<file path="config.mk">
export PLATFORM = sky130hd
export DESIGN_NAME = cacc_mac
export DESIGN_NICKNAME = d
export VERILOG_FILES = /design/src/cacc_pkg.sv /design/src/cacc_mac.sv
export SDC_FILE = /design/constraint.sdc
export NUM_CORES = 1
export LEC_CHECK = 0
export BUFFER_PORTS_ARGS = -buffer_cell sky130_fd_sc_hd__buf_2
export CORE_MARGIN = 3
export CORE_UTILIZATION = 25
export DETAILED_ROUTE_END_ITERATION = 10
export PLACE_DENSITY_LB_ADDON = 0.2
export SLEW_MARGIN = 25
export SYNTH_ARGS = -nofsm -noshare
export SYNTH_HDL_FRONTEND = slang
export SYNTH_SLANG_ARGS = --single-unit
export TNS_END_PERCENT = 5
</file>
<file path="constraint.sdc">
create_clock -name clk_i -period 9.69 [get_ports clk_i]
set_input_delay 1.4535 -clock clk_i [delete_from_list [all_inputs] [get_ports clk_i]]
set_output_delay 1.4535 -clock clk_i [all_outputs]
set_load 0.02 [all_outputs]
</file>
<file path="src/cacc_pkg.sv">
// Shared types and constants for the atom clash score accumulator.
// Used by every module of the block; no dependencies of its own.
package cacc_pkg;

  localparam int unsigned COORD_WIDTH = 20;
  localparam int unsigned CUTOFF_WIDTH = 25;
  localparam int unsigned WEIGHT_WIDTH = 16;
  localparam int unsigned ACC_WIDTH = 48;
  localparam int unsigned SCORE_WIDTH = 63;
  localparam int unsigned COUNT_OUT_WIDTH = 11;
  localparam int unsigned CFG_IDX_WIDTH = 2;

  // Axis differences of magnitude 2**MAG_WIDTH (8192) or more never clash.
  localparam int unsigned MAG_WIDTH = 13;
  localparam int unsigned SQ_WIDTH = 2 * MAG_WIDTH;
  localparam int unsigned D2_WIDTH = SQ_WIDTH + 2;

  // Weight times accumulator is formed from 16-bit chunks.
  localparam int unsigned CHUNK_WIDTH = 16;
  localparam int unsigned PROD_WIDTH = WEIGHT_WIDTH + CHUNK_WIDTH;
  localparam int unsigned WSUM_WIDTH = 66;

  localparam logic [ACC_WIDTH-1:0] ACC_MAX = {ACC_WIDTH{1'b1}};
  localparam logic [WSUM_WIDTH-1:0] SCORE_MAX = {3'b000, {SCORE_WIDTH{1'b1}}};

  localparam logic [CUTOFF_WIDTH-1:0] CUTOFF_RESET = 25'd589824;
  localparam logic [WEIGHT_WIDTH-1:0] WEIGHT_RESET = 16'd256;

  // Mode codes of an input transaction.
  localparam logic [1:0] MODE_LOAD = 2'd0;
  localparam logic [1:0] MODE_PROBE = 2'd1;
  localparam logic [1:0] MODE_REPORT = 2'd2;

  // Configuration register indexes.
  localparam logic [CFG_IDX_WIDTH-1:0] CFG_CUTOFF_SQ = 2'd0;
  localparam logic [CFG_IDX_WIDTH-1:0] CFG_WEIGHT_CC = 2'd1;
  localparam logic [CFG_IDX_WIDTH-1:0] CFG_WEIGHT_CS = 2'd2;
  localparam logic [CFG_IDX_WIDTH-1:0] CFG_WEIGHT_SS = 2'd3;

  typedef enum logic [1:0] {
    CLS_CORE_CORE,
    CLS_CORE_SURFACE,
    CLS_SURFACE_SURFACE
  } cls_e;

  typedef enum logic [2:0] {
    ST_IDLE,
    ST_PROBE,
    ST_DRAIN,
    ST_SCORE,
    ST_OUT
  } state_e;

  typedef struct packed {
    logic [1:0]                    mode;
    logic signed [COORD_WIDTH-1:0] coord_x;
    logic signed [COORD_WIDTH-1:0] coord_y;
    logic signed [COORD_WIDTH-1:0] coord_z;
    logic                          occupied;
    logic                          is_core;
  } in_t;

  typedef struct packed {
    logic [ACC_WIDTH-1:0]       sum_core_core;
    logic [ACC_WIDTH-1:0]       sum_core_surface;
    logic [ACC_WIDTH-1:0]       sum_surface_surface;
    logic [SCORE_WIDTH-1:0]     weighted_score;
    logic [COUNT_OUT_WIDTH-1:0] stored_count;
    logic                       store_overflow;
  } out_t;

  // One stored reference atom; also the held probe atom.
  typedef struct packed {
    logic signed [COORD_WIDTH-1:0] x;
    logic signed [COORD_WIDTH-1:0] y;
    logic signed [COORD_WIDTH-1:0] z;
    logic                          occupied;
    logic                          is_core;
  } atom_t;

  typedef struct packed {
    logic [WEIGHT_WIDTH-1:0] core_core;
    logic [WEIGHT_WIDTH-1:0] core_surface;
    logic [WEIGHT_WIDTH-1:0] surface_surface;
  } weights_t;

  typedef struct packed {
    logic [ACC_WIDTH-1:0] core_core;
    logic [ACC_WIDTH-1:0] core_surface;
    logic [ACC_WIDTH-1:0] surface_surface;
  } sums_t;

  typedef struct packed {
    logic busy;
    logic done;
  } unit_status_t;

endpackage

</file>
<file path="src/cacc_mac.sv">
// Shared 16x16 multiply-accumulate that forms the weighted clash score.
// Depends on cacc_pkg; steps through three classes times three chunks.
module cacc_mac import cacc_pkg::*; (
  input  logic                   clk_i,
  input  logic                   rst_ni,
  input  logic                   start_i,
  input  weights_t               weights_i,
  input  sums_t                  sums_i,
  output logic [SCORE_WIDTH-1:0] score_o,
  output unit_status_t           status_o
);

  logic                  run_q;
  cls_e                  cls_q;
  logic [1:0]            chunk_q;
  logic                  pv_q;
  logic [1:0]            sh_q;
  logic [PROD_WIDTH-1:0] prod_q;
  logic [WSUM_WIDTH-1:0] sum_q;
  logic                  done_q;

  logic [WEIGHT_WIDTH-1:0] w_sel;
  logic [ACC_WIDTH-1:0]    a_sel;
  logic [CHUNK_WIDTH-1:0]  c_sel;
  logic                    last;
  logic [WSUM_WIDTH-1:0]   shifted;

  always_comb begin
    unique case (cls_q)
      CLS_CORE_CORE:       begin w_sel = weights_i.core_core;       a_sel = sums_i.core_core; end
      CLS_CORE_SURFACE:    begin w_sel = weights_i.core_surface;    a_sel = sums_i.core_surface; end
      CLS_SURFACE_SURFACE: begin
        w_sel = weights_i.surface_surface;
        a_sel = sums_i.surface_surface;
      end
      default:             begin w_sel = '0;                        a_sel = '0; end
    endcase
    unique case (chunk_q)
      2'd0:    c_sel = a_sel[CHUNK_WIDTH-1:0];
      2'd1:    c_sel = a_sel[2*CHUNK_WIDTH-1:CHUNK_WIDTH];
      default: c_sel = a_sel[3*CHUNK_WIDTH-1:2*CHUNK_WIDTH];
    endcase
    last = (cls_q == CLS_SURFACE_SURFACE) && (chunk_q == 2'd2);
    unique case (sh_q)
      2'd0:    shifted = WSUM_WIDTH'(prod_q);
      2'd1:    shifted = WSUM_WIDTH'(prod_q) << CHUNK_WIDTH;
      default: shifted = WSUM_WIDTH'(prod_q) << (2 * CHUNK_WIDTH);
    endcase
  end

  always_ff @(posedge clk_i or negedge rst_ni) begin
    if (!rst_ni) begin
      run_q   <= 1'b0;
      cls_q   <= CLS_CORE_CORE;
      chunk_q <= 2'd0;
      pv_q    <= 1'b0;
      done_q  <= 1'b0;
    end else begin
      pv_q   <= run_q;
      done_q <= pv_q && !run_q;
      if (start_i) begin
        run_q   <= 1'b1;
        cls_q   <= CLS_CORE_CORE;
        chunk_q <= 2'd0;
      end else if (run_q) begin
        // Advance chunk first, then class.
        if (last) begin
          run_q <= 1'b0;
        end else if (chunk_q == 2'd2) begin
          chunk_q <= 2'd0;
          cls_q   <= (cls_q == CLS_CORE_CORE) ? CLS_CORE_SURFACE : CLS_SURFACE_SURFACE;
        end else begin
          chunk_q <= chunk_q + 2'd1;
        end
      end
    end
  end

  always_ff @(posedge clk_i) begin
    prod_q <= w_sel * c_sel;
    sh_q   <= chunk_q;
    if (start_i) begin
      sum_q <= '0;
    end else if (pv_q) begin
      sum_q <= sum_q + shifted;
    end
  end

  assign score_o = (sum_q >= SCORE_MAX) ? SCORE_MAX[SCORE_WIDTH-1:0] : sum_q[SCORE_WIDTH-1:0];
  assign status_o.busy = run_q || pv_q;
  assign status_o.done = done_q;

endmodule

</file>
After elaboration in Yosys (flattened, before gate mapping)
Cells that the tools add are included.
{"block": "totals", "output_inout_bits": 65, "ff_bits": 107, "in_bits": 195}
{"block": "op_classes", "reduce_logical": 11, "n_lt_le_gt_ge": 1, "addsub": 2, "n_eq_ne": 6, "multipliers": 1, "mux": 17}
{"operator": "48-bit case mux with 3 select lines", "count": 1}
{"operator": "64-bit case mux with 2 select lines", "count": 1}
{"operator": "66-bit adder", "count": 1}
{"operator": "66-bit by 63-bit greater-or-equal comparator with 1-bit output, second input constant", "count": 1}
{"operator": "63-bit 2-to-1 mux", "count": 1}
{"operator": "16-bit case mux with 3 select lines", "count": 1}
{"operator": "16-bit by 16-bit multiplier with 32-bit output", "count": 1}
{"operator": "16-bit case mux with 2 select lines", "count": 1}
{"operator": "2-bit 2-to-1 mux", "count": 9}
{"operator": "2-bit by 1-bit equality test with 1-bit output, second input constant", "count": 3}
{"operator": "2-bit zero test", "count": 3}
{"operator": "2-bit equality test, second input constant", "count": 2}
{"operator": "2-bit nonzero test", "count": 2}
{"operator": "1-bit 2-to-1 mux", "count": 3}
{"operator": "3-bit AND reduction", "count": 1}
{"operator": "2-bit by 1-bit adder with 2-bit output, second input constant", "count": 1}
{"operator": "1-bit logical AND", "count": 2}
{"operator": "2-bit inequality test, second input constant", "count": 1}
{"operator": "2-bit AND reduction", "count": 1}
{"operator": "1-bit zero test", "count": 1}
{"operator": "1-bit logical OR", "count": 1}

Longest topological paths before layout
{"block": "depth", "ltp_word": 6, "mapped_depth": 33, "mapped_depth_nobuf": 29}

Worst setup path after synthesis
Ideal clock, no wire load.
{"block": "synth_timing", "path_kind": "in2reg", "start": "input port sums_i[57] in the netlist's numbering", "end": "register prod_q[30]", "setup_ns": 0.138, "path_stages": 27, "setup_slack_ns": 1.494, "t_arrival_ns": 8.057, "path_buffers": 1, "cell_sequence": "mux2_2 -> a221oi_1 -> a2111oi_0 -> clkbuf_1 -> nand2_1 -> fa_1 -> inv_1 -> fa_1 -> inv_1 -> fa_1 -> inv_1 -> fa_1 -> fa_1 -> inv_1 -> fa_1 -> inv_1 -> ha_1 -> nand3_1 -> nor2_1 -> and3_1 -> nand3_1 -> nor4bb_1 -> a21oi_1 -> o22a_1 -> a21oi_1 -> o311ai_0 -> xor2_1"}
{"block": "synth_via", "elab_chain_len": 3}
{"element": "start: declaration", "line": "cacc_mac.sv:8", "rtl": "input sums_t sums_i,"}
{"element": "48-bit case mux with 3 select lines", "line": "cacc_mac.sv:29", "rtl": "unique case (cls_q)"}
{"element": "16-bit case mux with 2 select lines", "line": "cacc_mac.sv:38", "rtl": "unique case (chunk_q)"}
{"element": "16-bit by 16-bit multiplier with 32-bit output", "line": "cacc_mac.sv:80", "rtl": "prod_q <= w_sel * c_sel;"}
{"element": "end signal: assignment", "line": "cacc_mac.sv:80"}
{"element": "end: declaration", "line": "cacc_mac.sv:18", "rtl": "logic [PROD_WIDTH-1:0] prod_q;"}
Every way passes these cells.
A chain may end at the register's enable or synchronous reset.

Worst setup path in the final report
{"block": "layout_timing", "start": "input port sums_i[15] in the netlist's numbering", "end": "register prod_q[28]"}
Same word-level chain as after synthesis.

==> results.md <==
* Layout cell share with drive strength beyond 1 at 0.1627
* CP endpoint kind: flop
* Final-report hold violation count at 0
* Post-Route WL at 63490 um
* Syn Inst Count at about 2200
* # port buffers at 259
* Longest Clk Path Bufs at 2
* Synth Flop Type: dfxtp_1
* Initial Utilization at 0.2537
* TritonCTS clock tree: yes
* Die area at around 0.075 sq mm
* # Max-Cap Violations at 0
* All-Layer GR Usage at 0.1673
* Worst hold path type: flop to flop
* Register area share after synthesis at 0.1219
* Core Region at 0.07039 sq mm
* Root Driver: clkbuf_16
* Clock Pin Slew Worst Setup and Hold Paths at 0.07 ns
* Worst-Skew Late Latency at 0.38 ns
* Boundary Pins at between 200 and 300
* Detail Placement HPWL at 52450 um
* CP arrival at roughly 8.8 ns
* Sink Count at between 100 and 150
* Hold buffer count at cts at 0
* Setup CP Type: primary input to flop
* Data required, critical path at 9.98 ns
* Mean post-synth cell area at about 8.0 sq um
* Fin. max-slew vios at 0
* Number of global-route vias before repair at roughly 17000
* Post-Syn Area at 0.01786 sq mm
* Routed length per instance at around 19 um
* Most frequent cells in the layout: 259 x buf_2, 253 x inv_1, 253 x nor2_1
* Global placement routability congestion at roughly 0.88
* Row count at 97
* Crit Path Max Fanout at 10
* Final nets at roughly 3000
* First-pass DRT Iterations at 5
* RSZ-0062 raised after global routing: false
* YS warnings at 0
* Yosys cell types at 74
* Max-slew headroom at 0.3636
* First-pass GRT wire length at between 90000 and 100000 um
* Post-CTS resize count at 0
* Clock skew at between 0.01 and 0.015 ns
* Final Cycle Share at 0.8797
* Worst-Margin Slew at 0.9519 ns
* Remaining antenna violation count at 0
* Vias per cell at between 4 and 5
* Syn_nets at between 2000 and 3000
* Congestion Overflow GR at 0
* Most common cell after layout, fill and taps aside: buf_2
* Met1 Usage GRT at 0.2285
* Largest net degree at the start of global routing at 63
* Placed Cells at between 3000 and 4000
* Area grow syn2layout at 14.29%
* Drt drc at 0
* Die width at 273.3 um
* Min Hold Slack at between 0.5 and 0.6 ns
* Met3 Use GR at 0.02314
* Die Y at 273.3 um
* CTS buffer count at 9
* # Post-CTS Setup Buffers at 0
* Global routing's busiest layer: met2
* Via count at about 16000
* Antenna violations before repair at 0
* Worst Setup Start Kind: primary input
* Run status: finished, final reports clean
* Post-Layout Cell Count at 3374
* H-tree levels at 3
* Ys async rst share at 0.06542
* GR met2 Demand/Resource at 0.2787
* Tmin final at about 8.5 ns
* DRT iter0 DRCs at around 1100
* Setup violations, final at 0
* Synthesized flop and latch total at ~110
* Post-synth EDFFs at 0
* Total Negative Setup Slacks at 0 ns
* N_diodes at 0
* Fmax at roughly 0.12 GHz
worst max-delay path, cell delays in order:
cell and delay, ns:
buf_2 0.07, a21oi_1 0.05, a31oi_1 0.22, a211oi_1 0.08
o22ai_1 0.45, nand3_1 0.50, or2_2 0.47, fa_1 0.51
fa_1 0.54, inv_1 0.05, fa_1 0.50, fa_1 0.51
fa_1 0.55, inv_1 0.06, fa_1 0.53, inv_1 0.04
ha_1 0.35, nand4_1 0.12, nor2_1 0.07, and3_1 0.18
nand3_1 0.07, nor4bb_1 0.41, a21oi_1 0.15, o22a_1 0.25
a211o_1 0.29, a21oi_1 0.17, xnor2_1 0.15
cells by family (layout without fill, tap and decap cells):
family,count (synthesis),in the layout,share of synthesized area
fa+ha+maj,363,363,0.3363
buf+inv,369,557,0.07840
mux,100,100,0.05647
xor+xnor,77,77,0.03776
flops,107,107,0.1219
compound gates,463,463,0.1674
simple gates,767,767,0.2018
final timing paths:
check | from | to | slack [ns] | depth (start not counted)
setup / recovery | sums_i[15] | prod_q[28] | 1.17 | 27
hold / removal | sum_q[46] | sum_q[46] | 0.52 | 2
setup reg to reg | cls_q[1] | prod_q[28] | 1.24 | 27
hold reg to reg | sum_q[46] | sum_q[46] | 0.52 | 2
max in group asynchronous | rst_ni | cls_q[0] | 8.61 | 1
min in group asynchronous | rst_ni | cls_q[0] | 0.90 | 1
sequential cells by signal, indices dropped and copies added (netlist names):
signal and cells:
done_q 1, run_q 1, sum_q 66, cls_q 2, chunk_q 2, sh_q 2, prod_q 32, pv_q 1
metal layers:
metal,vias up,share of wire
li1,7946,-
met1,7893,0.47
met2,531,0.46
met3,62,0.054
met4,0,0.019
met5,-,0
through the flow:
step	area, sq um	util	setup WS, ns
floorplan	17860	-	1.494
global placement	20120	0.2858	0.9794
detailed placement	20120	0.2858	0.8230
CTS	20410	0.2899	1.214
global route	20410	0.2899	0.5113
finish	20410	0.2899	1.166
area by class of cell:
cell class | count | area (sq um)
fillers | 7734 | 49980
multi-input cells | 1770 | 14300
flip-flops and latches | 107 | 2183
repair buffers | 288 | 1514
well taps | 940 | 1176
inverters | 253 | 949.7
clock buffers | 12 | 257.7
clock inverters | 4 | 32.53
synth_stat cells, drive strengths merged, types with 3 or more instances:
master,number,area [sq um]
a211oi,10,75.07
a21boi,3,22.52
a21o,57,427.9
a21oi,129,653.1
a221oi,8,76.32
a22o,16,140.1
a22oi,5,37.54
a31oi,21,131.4
and2,38,237.7
and3,6,37.54
and4,14,122.6
buf,21,91.34
clkbuf,95,359.1
dfrtp,7,175.2
dfxtp,100,2002
fa,195,3904
ha,168,2102
inv,253,949.7
mux2,6,67.56
mux2i,94,940.9
nand2,224,840.8
nand2b,15,93.84
nand3,30,150.1
nand4,54,337.8
nor2,255,959.7
nor2b,20,125.1
nor3,16,85.08
nor4,9,56.30
o211a,4,40.04
o211ai,19,147.6
o21a,20,150.1
o21ai,92,460.5
o21bai,16,120.1
o22ai,21,131.4
o311ai,4,35.04
o31ai,9,67.56
or2,71,444.2
or3,5,31.28
or4,4,30.03
xnor2,50,437.9
xor2,27,236.5
Power is left out: the tool's default activity adds up to more than one toggle a clock period on the data nets, which glitch-free logic cannot reach.
