===== src/cacc_pkg.sv =====
// Shared types and constants for the atom clash score accumulator.
// Used by every module of the block; no dependencies of its own.
package cacc_pkg;

  localparam int unsigned COORD_WIDTH = 20;
  localparam int unsigned CUTOFF_WIDTH = 25;
  localparam int unsigned WEIGHT_WIDTH = 16;
  localparam int unsigned ACC_WIDTH = 48;
  localparam int unsigned SCORE_WIDTH = 63;
  localparam int unsigned COUNT_OUT_WIDTH = 11;
  localparam int unsigned CFG_IDX_WIDTH = 2;

  // Axis differences of magnitude 2**MAG_WIDTH (8192) or more never clash.
  localparam int unsigned MAG_WIDTH = 13;
  localparam int unsigned SQ_WIDTH = 2 * MAG_WIDTH;
  localparam int unsigned D2_WIDTH = SQ_WIDTH + 2;

  // Weight times accumulator is formed from 16-bit chunks.
  localparam int unsigned CHUNK_WIDTH = 16;
  localparam int unsigned PROD_WIDTH = WEIGHT_WIDTH + CHUNK_WIDTH;
  localparam int unsigned WSUM_WIDTH = 66;

  localparam logic [ACC_WIDTH-1:0] ACC_MAX = {ACC_WIDTH{1'b1}};
  localparam logic [WSUM_WIDTH-1:0] SCORE_MAX = {3'b000, {SCORE_WIDTH{1'b1}}};

  localparam logic [CUTOFF_WIDTH-1:0] CUTOFF_RESET = 25'd589824;
  localparam logic [WEIGHT_WIDTH-1:0] WEIGHT_RESET = 16'd256;

  // Mode codes of an input transaction.
  localparam logic [1:0] MODE_LOAD = 2'd0;
  localparam logic [1:0] MODE_PROBE = 2'd1;
  localparam logic [1:0] MODE_REPORT = 2'd2;

  // Configuration register indexes.
  localparam logic [CFG_IDX_WIDTH-1:0] CFG_CUTOFF_SQ = 2'd0;
  localparam logic [CFG_IDX_WIDTH-1:0] CFG_WEIGHT_CC = 2'd1;
  localparam logic [CFG_IDX_WIDTH-1:0] CFG_WEIGHT_CS = 2'd2;
  localparam logic [CFG_IDX_WIDTH-1:0] CFG_WEIGHT_SS = 2'd3;

  typedef enum logic [1:0] {
    CLS_CORE_CORE,
    CLS_CORE_SURFACE,
    CLS_SURFACE_SURFACE
  } cls_e;

  typedef enum logic [2:0] {
    ST_IDLE,
    ST_PROBE,
    ST_DRAIN,
    ST_SCORE,
    ST_OUT
  } state_e;

  typedef struct packed {
    logic [1:0]                    mode;
    logic signed [COORD_WIDTH-1:0] coord_x;
    logic signed [COORD_WIDTH-1:0] coord_y;
    logic signed [COORD_WIDTH-1:0] coord_z;
    logic                          occupied;
    logic                          is_core;
  } in_t;

  typedef struct packed {
    logic [ACC_WIDTH-1:0]       sum_core_core;
    logic [ACC_WIDTH-1:0]       sum_core_surface;
    logic [ACC_WIDTH-1:0]       sum_surface_surface;
    logic [SCORE_WIDTH-1:0]     weighted_score;
    logic [COUNT_OUT_WIDTH-1:0] stored_count;
    logic                       store_overflow;
  } out_t;

  // One stored reference atom; also the held probe atom.
  typedef struct packed {
    logic signed [COORD_WIDTH-1:0] x;
    logic signed [COORD_WIDTH-1:0] y;
    logic signed [COORD_WIDTH-1:0] z;
    logic                          occupied;
    logic                          is_core;
  } atom_t;

  typedef struct packed {
    logic [WEIGHT_WIDTH-1:0] core_core;
    logic [WEIGHT_WIDTH-1:0] core_surface;
    logic [WEIGHT_WIDTH-1:0] surface_surface;
  } weights_t;

  typedef struct packed {
    logic [ACC_WIDTH-1:0] core_core;
    logic [ACC_WIDTH-1:0] core_surface;
    logic [ACC_WIDTH-1:0] surface_surface;
  } sums_t;

  typedef struct packed {
    logic busy;
    logic done;
  } unit_status_t;

endpackage


===== src/cacc_pair.sv =====
// Pair pipeline: distance, cutoff compare and the three saturating clash sums.
// Depends on cacc_pkg; fed by the registered read port of cacc_mem.
module cacc_pair import cacc_pkg::*; (
  input  logic                    clk_i,
  input  logic                    rst_ni,
  input  logic                    rd_en_i,
  input  atom_t                   ref_i,
  input  atom_t                   probe_i,
  input  logic [CUTOFF_WIDTH-1:0] cutoff_i,
  input  logic                    clear_i,
  output sums_t                   sums_o,
  output unit_status_t            status_o
);

  // Stage 1: read data valid.
  logic v1_q;
  // Stage 2: axis magnitudes.
  logic                 v2_q;
  logic [MAG_WIDTH-1:0] mx_q, my_q, mz_q;
  cls_e                 cls2_q;
  // Stage 3: squares.
  logic                v3_q;
  logic [SQ_WIDTH-1:0] sx_q, sy_q, sz_q;
  cls_e                cls3_q;
  // Stage 4: clash amount.
  logic                    v4_q;
  logic [CUTOFF_WIDTH-1:0] amt_q;
  cls_e                    cls4_q;

  sums_t acc_q, acc_d;

  logic signed [COORD_WIDTH:0] dx, dy, dz;
  logic [COORD_WIDTH:0]        ax, ay, az;
  logic                        near;
  cls_e                        cls_d;
  logic [D2_WIDTH-1:0]         d2;
  logic [D2_WIDTH-1:0]         cut_ext;
  logic                        hit;

  function automatic logic [COORD_WIDTH:0] mag(input logic signed [COORD_WIDTH:0] v);
    logic [COORD_WIDTH:0] r;
    r = v[COORD_WIDTH] ? $unsigned(-v) : $unsigned(v);
    return r;
  endfunction

  function automatic logic [ACC_WIDTH-1:0] add_sat(input logic [ACC_WIDTH-1:0] a,
                                                    input logic [CUTOFF_WIDTH-1:0] b);
    logic [ACC_WIDTH:0] s;
    s = {1'b0, a} + {{(ACC_WIDTH + 1 - CUTOFF_WIDTH){1'b0}}, b};
    return s[ACC_WIDTH] ? ACC_MAX : s[ACC_WIDTH-1:0];
  endfunction

  always_comb begin
    dx = {probe_i.x[COORD_WIDTH-1], probe_i.x} - {ref_i.x[COORD_WIDTH-1], ref_i.x};
    dy = {probe_i.y[COORD_WIDTH-1], probe_i.y} - {ref_i.y[COORD_WIDTH-1], ref_i.y};
    dz = {probe_i.z[COORD_WIDTH-1], probe_i.z} - {ref_i.z[COORD_WIDTH-1], ref_i.z};
    ax = mag(dx);
    ay = mag(dy);
    az = mag(dz);
    near = (ax[COORD_WIDTH:MAG_WIDTH] == '0) && (ay[COORD_WIDTH:MAG_WIDTH] == '0) &&
           (az[COORD_WIDTH:MAG_WIDTH] == '0);
    if (probe_i.is_core && ref_i.is_core) begin
      cls_d = CLS_CORE_CORE;
    end else if (!probe_i.is_core && !ref_i.is_core) begin
      cls_d = CLS_SURFACE_SURFACE;
    end else begin
      cls_d = CLS_CORE_SURFACE;
    end
  end

  always_comb begin
    d2 = D2_WIDTH'(sx_q) + D2_WIDTH'(sy_q) + D2_WIDTH'(sz_q);
    cut_ext = D2_WIDTH'(cutoff_i);
    hit = d2 < cut_ext;
  end

  always_ff @(posedge clk_i or negedge rst_ni) begin
    if (!rst_ni) begin
      v1_q <= 1'b0;
      v2_q <= 1'b0;
      v3_q <= 1'b0;
      v4_q <= 1'b0;
    end else begin
      v1_q <= rd_en_i;
      v2_q <= v1_q && ref_i.occupied && near;
      v3_q <= v2_q;
      v4_q <= v3_q && hit;
    end
  end

  always_ff @(posedge clk_i) begin
    mx_q   <= ax[MAG_WIDTH-1:0];
    my_q   <= ay[MAG_WIDTH-1:0];
    mz_q   <= az[MAG_WIDTH-1:0];
    cls2_q <= cls_d;
    sx_q   <= mx_q * mx_q;
    sy_q   <= my_q * my_q;
    sz_q   <= mz_q * mz_q;
    cls3_q <= cls2_q;
    amt_q  <= cutoff_i - d2[CUTOFF_WIDTH-1:0];
    cls4_q <= cls3_q;
  end

  always_comb begin
    acc_d = acc_q;
    if (clear_i) begin
      acc_d = '0;
    end else if (v4_q) begin
      unique case (cls4_q)
        CLS_CORE_CORE:       acc_d.core_core = add_sat(acc_q.core_core, amt_q);
        CLS_SURFACE_SURFACE: acc_d.surface_surface = add_sat(acc_q.surface_surface, amt_q);
        default:             acc_d.core_surface = add_sat(acc_q.core_surface, amt_q);
      endcase
    end
  end

  always_ff @(posedge clk_i or negedge rst_ni) begin
    if (!rst_ni) begin
      acc_q <= '0;
    end else begin
      acc_q <= acc_d;
    end
  end

  assign sums_o = acc_q;
  assign status_o.busy = v1_q || v2_q || v3_q || v4_q;
  assign status_o.done = 1'b0;

endmodule


===== config.mk =====
export PLATFORM = sky130hd
export DESIGN_NAME = cacc_pair
export DESIGN_NICKNAME = d
export VERILOG_FILES = /design/src/cacc_pkg.sv /design/src/cacc_pair.sv
export SDC_FILE = /design/constraint.sdc
export NUM_CORES = 2
export LEC_CHECK = 0
export BUFFER_PORTS_ARGS = -buffer_cell sky130_fd_sc_hd__buf_2
export CORE_UTILIZATION = 25
export CTS_BUF_LIST = sky130_fd_sc_hd__clkbuf_2 sky130_fd_sc_hd__clkbuf_4 sky130_fd_sc_hd__clkbuf_8
export DETAILED_ROUTE_END_ITERATION = 8
export HOLD_SLACK_MARGIN = 0.15
export PLACE_DENSITY = 0.37
export SLEW_MARGIN = 20
export SYNTH_ARGS = -nofsm -noshare
export SYNTH_HDL_FRONTEND = slang
export SYNTH_SLANG_ARGS = --single-unit

===== constraint.sdc =====
create_clock -name clk_i -period 13.2 [get_ports clk_i]
set_input_delay 2.64 -clock clk_i [delete_from_list [all_inputs] [get_ports clk_i]]
set_output_delay 2.64 -clock clk_i [all_outputs]
set_load 0.05 [all_outputs]

Yosys cells after proc, flatten, opt, wreduce, memory -nomap -nowiden
Index checks and enable logic that the tools add are counted.

word-level totals
  flip-flop bits (word level) = 296
  input bits = 153
  logic and storage cells = 70

operators by class
  muxes and demuxes = 12
  add/subtract/negate cells = 12
  order comparisons = 1
  reduce and logical (&&, ||, !) cells = 23
  $mul = 3
  equal/unequal tests = 2

operators with widths
  operator                                                                 count
  144-bit two-way mux                                                      2
  48-bit two-way mux                                                       6
  48-bit by 25-bit adder with 49-bit output                                3
  13-bit by 13-bit multiplier with 26-bit output                           3
  21-bit two-way mux                                                       3
  21-bit negation                                                          3
  20-bit by 20-bit subtractor with 21-bit output                           3
  27-bit by 26-bit adder with 28-bit output                                1
  28-bit by 25-bit < comparator with 1-bit output                          1
  26-bit by 26-bit adder with 27-bit output                                1
  25-bit subtractor                                                        1
  8-bit zero test                                                          3
  1-bit logical AND                                                        7
  2-bit AND reduction                                                      3
  2-bit nonzero test                                                       3
  1-bit logical OR                                                         3
  2-bit equality test, second input constant                               1
  1-bit zero test                                                          2
  2-bit zero test                                                          1
  2-bit two-way mux                                                        1
  2-bit by 1-bit inequality test with 1-bit output, second input constant  1
  2-bit OR reduction                                                       1

Logic depth before layout (Yosys ltp)
  depth after elaboration = 7
  gate-level depth with buffers = 23
  gate-level depth less buffers = 22

Worst setup path after synthesis
No wires, ideal clock.

  path type = in2reg
  from = in probe_i[22] (netlist bit)
  to = reg v2_q
  buffers on the path = 0
  cell stages on the path = 15
  arrival = 5.872 ns
  setup slack = 7.217 ns
  library setup time = 0.111 ns
  path through = inv_1 -> ha_1 -> inv_1 -> fa_1 -> a211o_1 -> o21ai_0 -> xnor2_1 -> or3b_1 -> or3_4 -> nor4b_4 -> and2_4 -> o221ai_2 -> nor4_2 -> o2111ai_1 -> a2111oi_2

between the ends
  word-level cells in the longest chain between the ends = 7

ends and longest elaborated chain
  element                                             line             text
  start, declared                                     cacc_pair.sv:8   input atom_t probe_i,
  20-bit by 20-bit subtractor with 21-bit output (*)  cacc_pair.sv:55  dy = {probe_i.y[COORD_WIDTH-1], probe_i.y} - {ref_i.y[COORD_WIDTH-1], ref_i.y};
  21-bit negation                                     cacc_pair.sv:42  r = v[COORD_WIDTH] ? $unsigned(-v) : $unsigned(v);
  21-bit two-way mux (*)                              cacc_pair.sv:42
  8-bit zero test (*)                                 cacc_pair.sv:60  near = (ax[COORD_WIDTH:MAG_WIDTH] == '0) && (ay[COORD_WIDTH:MAG_WIDTH] == '0) &&
  1-bit logical AND (*) (2 in series)                 cacc_pair.sv:60
  1-bit logical AND (*)                               cacc_pair.sv:85  v2_q <= v1_q && ref_i.occupied && near;
  end signal, assigned                                cacc_pair.sv:85
  end, declared                                       cacc_pair.sv:18  logic v2_q;

Mark *: on every way between the ends. The rest lies on a longest branch, timed or not.
A chain may end at the register's enable or synchronous reset.

Final worst setup path
  from = reg mx_q[1]
  to = reg sx_q[23]

between the ends
  word-level cells in the longest chain between the ends = 1

ends and longest elaborated chain
  element                                         line             text
  start, declared                                 cacc_pair.sv:19  logic [MAG_WIDTH-1:0] mx_q, my_q, mz_q;
  start signal, assigned                          cacc_pair.sv:92  mx_q <= ax[MAG_WIDTH-1:0];
  13-bit by 13-bit multiplier with 26-bit output  cacc_pair.sv:96  sx_q <= mx_q * mx_q;
  end signal, assigned                            cacc_pair.sv:96
  end, declared                                   cacc_pair.sv:23  logic [SQ_WIDTH-1:0] sx_q, sy_q, sz_q;

Every way passes these cells.

==> results.md <==
* Worst-Margin Slew at 1.04 ns
* Vias at 29300
* First-pass GRT wire length at approximately 170 mm
* Rows at 138
* Dominant synthesized flop cell: dfrtp_1
* # clock sinks at 293
* Synthesized instance count at 4206
* Slew Limit Fails at 0
* Iteration-0 DRC Markers at 1112
* Fraction of layout cells with a size suffix above 1 at 11.3%
* Routed Antenna Nets at 0
* Initial antenna violation count at 23
* Period utilization at 49.4%
* Commonest non-fill, non-tap cells in the layout: 746 x inv_1, 420 x ha_1, 319 x fa_1, 295 x buf_2, 293 x nand2_1
* Mean post-synth cell area at ~8.5 um^2
* Worst setup margin at about 6.7 ns
* Post-Place Setup Slack at 5.96 ns
* Placer Congestion at 0.794
* Seq/Total Area, Yosys at 18.5%
* Clk_skew at roughly 0.044 ns
* Clock Pin Slew Worst Setup and Hold Paths at 0.05 ns
* Largest net degree at the start of global routing at 83
* Cts bufs inserted at 66
* Top delay family on crit path: adder cells
* I/O pin cnt at 299
* CTS root buf: clkbuf_8
* Element type at the critical path end: register
* Via density at 4.58
* Most frequent cell on the critical path: fa_1
* Post-synth ARST share at approximately half
* Crit path max fanout at 16
* Wirelength per Cell at 16.6 um
* Final Hold Fails at 0
* DR DRC count at 0
* H-tree levels at 3
* GRT Residual Overflow at 0
* Netlist cell types at 98
* CP peak stage delay at approximately 0.79 ns
* Core area at 0.142 mm^2
* Number of global-route vias before repair at 30400
* Setup Buffers After CTS at 0
* RSZ-0062 raised after global routing: no
* TritonCTS clock tree: yes
* Number of flops mapped to enable cells by yosys at 0
* Worst Hold Class: reg2reg
* Cts hold-fix bufs at 0
* Post-layout min period at between 6 and 7 ns
* Die ar. at 0.144 mm^2
* Max Fclk at roughly 150 MHz
* Post-CTS sizing at 0
* DRT Pass-1 Iters at 5
* Slew margin rel. at between 30% and 40%
* Required time of the critical path at 13.75 ns
* Slowest CP cell: dfxtp_1
* Aggregate global-route resource usage at 14.8%
* Synth Register Bits at around 290
* Initial Util at between 20% and 30%
* Worst skew pair latency at between 0.6 and 0.7 ns
* Worst Path Buf+Inv at 3
* Outcome: finished clean
* Area Growth Syn to Fin at 13.8%
* WL final at ~110 mm
* Crit path cell chain: nand2_1 -> fa_1 -> fa_1 -> inv_1 -> fa_1 -> fa_1 -> inv_1 -> fa_1 -> inv_1 -> ha_1 -> o21a_1 -> nor2_1 -> or4b_2 -> a31oi_1 -> a41o_1 -> o211a_1 -> o21a_1 -> o21ai_0 -> nor2b_1 -> xnor2_1
* Die Height at 380 um
* Final setup fails at 0
* Number of buffers added on ports at 296
* TNS Setup at 0 ns
* Yosys warning total at 0
* Die X at roughly 380 um
* Bufs on Longest Clock Path at 3
* Commonest non-fill, non-tap cell in the layout: inv_1
* Max-cap viol count at 0
* Post-DP HPWL at 85.7 mm
* Startpoint Class: register
* Worst Path Arrival at about 7.1 ns
* Cell area after synthesis at ~0.036 mm^2
* Critical path class: reg2reg
* Nets@finish at 5340
[per-layer routing]
layer	share of wire [%]	vias to the layer above	track usage [%]
met1	45	14000	18.7
met5	0.15	-	0
li1	-	14700	-
met2	48	468	25.4
met4	2.4	26	3.77
met3	4.6	149	2.96
[cell type report]
| class | instances | area [um^2] |
|---|---|---|
| antenna | 1 | 2.50 |
| clock buffer | 108 | 1340 |
| clock inverter | 12 | 134 |
| fill | 15400 | 101000 |
| inverter | 747 | 2810 |
| multi-input combinational | 3026 | 25700 |
| sequential | 293 | 6610 |
| tap | 1890 | 2360 |
| timing repair buffer | 314 | 1620 |
[kinds of logic (layout without fill, tap and decap cells)]
group / Yosys count / count (layout) / synth area share, %
adder cells (fa/ha/maj): 739 / 739 / 32.6
XOR/XNOR: 262 / 262 / 6.43
AND/OR/NAND/NOR: 1079 / 1079 / 15.5
AO/OA/AOI/OAI: 917 / 917 / 16.8
buffers and inverters: 888 / 1181 / 9.42
multiplexers: 27 / 27 / 0.785
other: 1 / 3 / 0.0105
flip-flops: 293 / 293 / 18.5
[flip-flops by register name, indices dropped and copies added (netlist names), 2 cells and up]
signal	cells
cls4_q	2
my_q	13
sums_o	144
mx_q	13
sz_q	25
sx_q	25
sy_q	25
cls2_q	2
mz_q	13
amt_q	25
cls3_q	2
[through the flow]
| stage | util (%) | hold slack, ns | cells | instance area (um^2) |
|---|---|---|---|---|
| after global placement | 27.6 | 0.317 | 6270 | 39100 |
| final | 28.7 | 0.331 | 6391 | 40600 |
| after CTS | 28.7 | 0.333 | 6390 | 40600 |
| after global routing | 28.7 | 0.347 | 6391 | 40600 |
| after detailed placement | 27.6 | 0.320 | 6270 | 39100 |
| after floorplan | - | 0.310 | 4207 | 35700 |
[synthesized netlist by cell type, types with 75 or more instances]
| cell | instances | area (um^2) |
|---|---|---|
| dfrtp_1 | 148 | 3700 |
| xnor2_1 | 174 | 1520 |
| clkbuf_1 | 128 | 480 |
| xor2_1 | 88 | 771 |
| o21ai_0 | 209 | 1050 |
| a21o_1 | 75 | 563 |
| fa_1 | 319 | 6390 |
| nor2_1 | 190 | 713 |
| nor3_1 | 92 | 460 |
| nand2_1 | 293 | 1100 |
| dfxtp_1 | 145 | 2900 |
| nand3_1 | 79 | 395 |
| and2_1 | 111 | 694 |
| a21oi_1 | 218 | 1090 |
| a31oi_1 | 98 | 613 |
| inv_1 | 747 | 2800 |
| ha_1 | 420 | 5260 |
[worst paths after layout]
kind                                           to                  from  slack [ns]  cells after the start
max                              sx_q[23]$_DFF_P_       mx_q[1]$_DFF_P_        6.68                     20
min                             cls3_q[1]$_DFF_P_  cls2_q[1]$_SDFF_PP0_        0.33                      0
max reg2reg                      sx_q[23]$_DFF_P_       mx_q[1]$_DFF_P_        6.68                     20
min reg2reg                     cls3_q[1]$_DFF_P_  cls2_q[1]$_SDFF_PP0_        0.33                      0
max in group asynchronous  sums_o[19]$_DFFE_PN0P_                rst_ni        9.36                      3
min in group asynchronous  sums_o[90]$_DFFE_PN0P_                rst_ni        1.90                      1
Power is not shown: default switching activity piles up to over one toggle a cycle in this logic, so the estimate is an artifact.
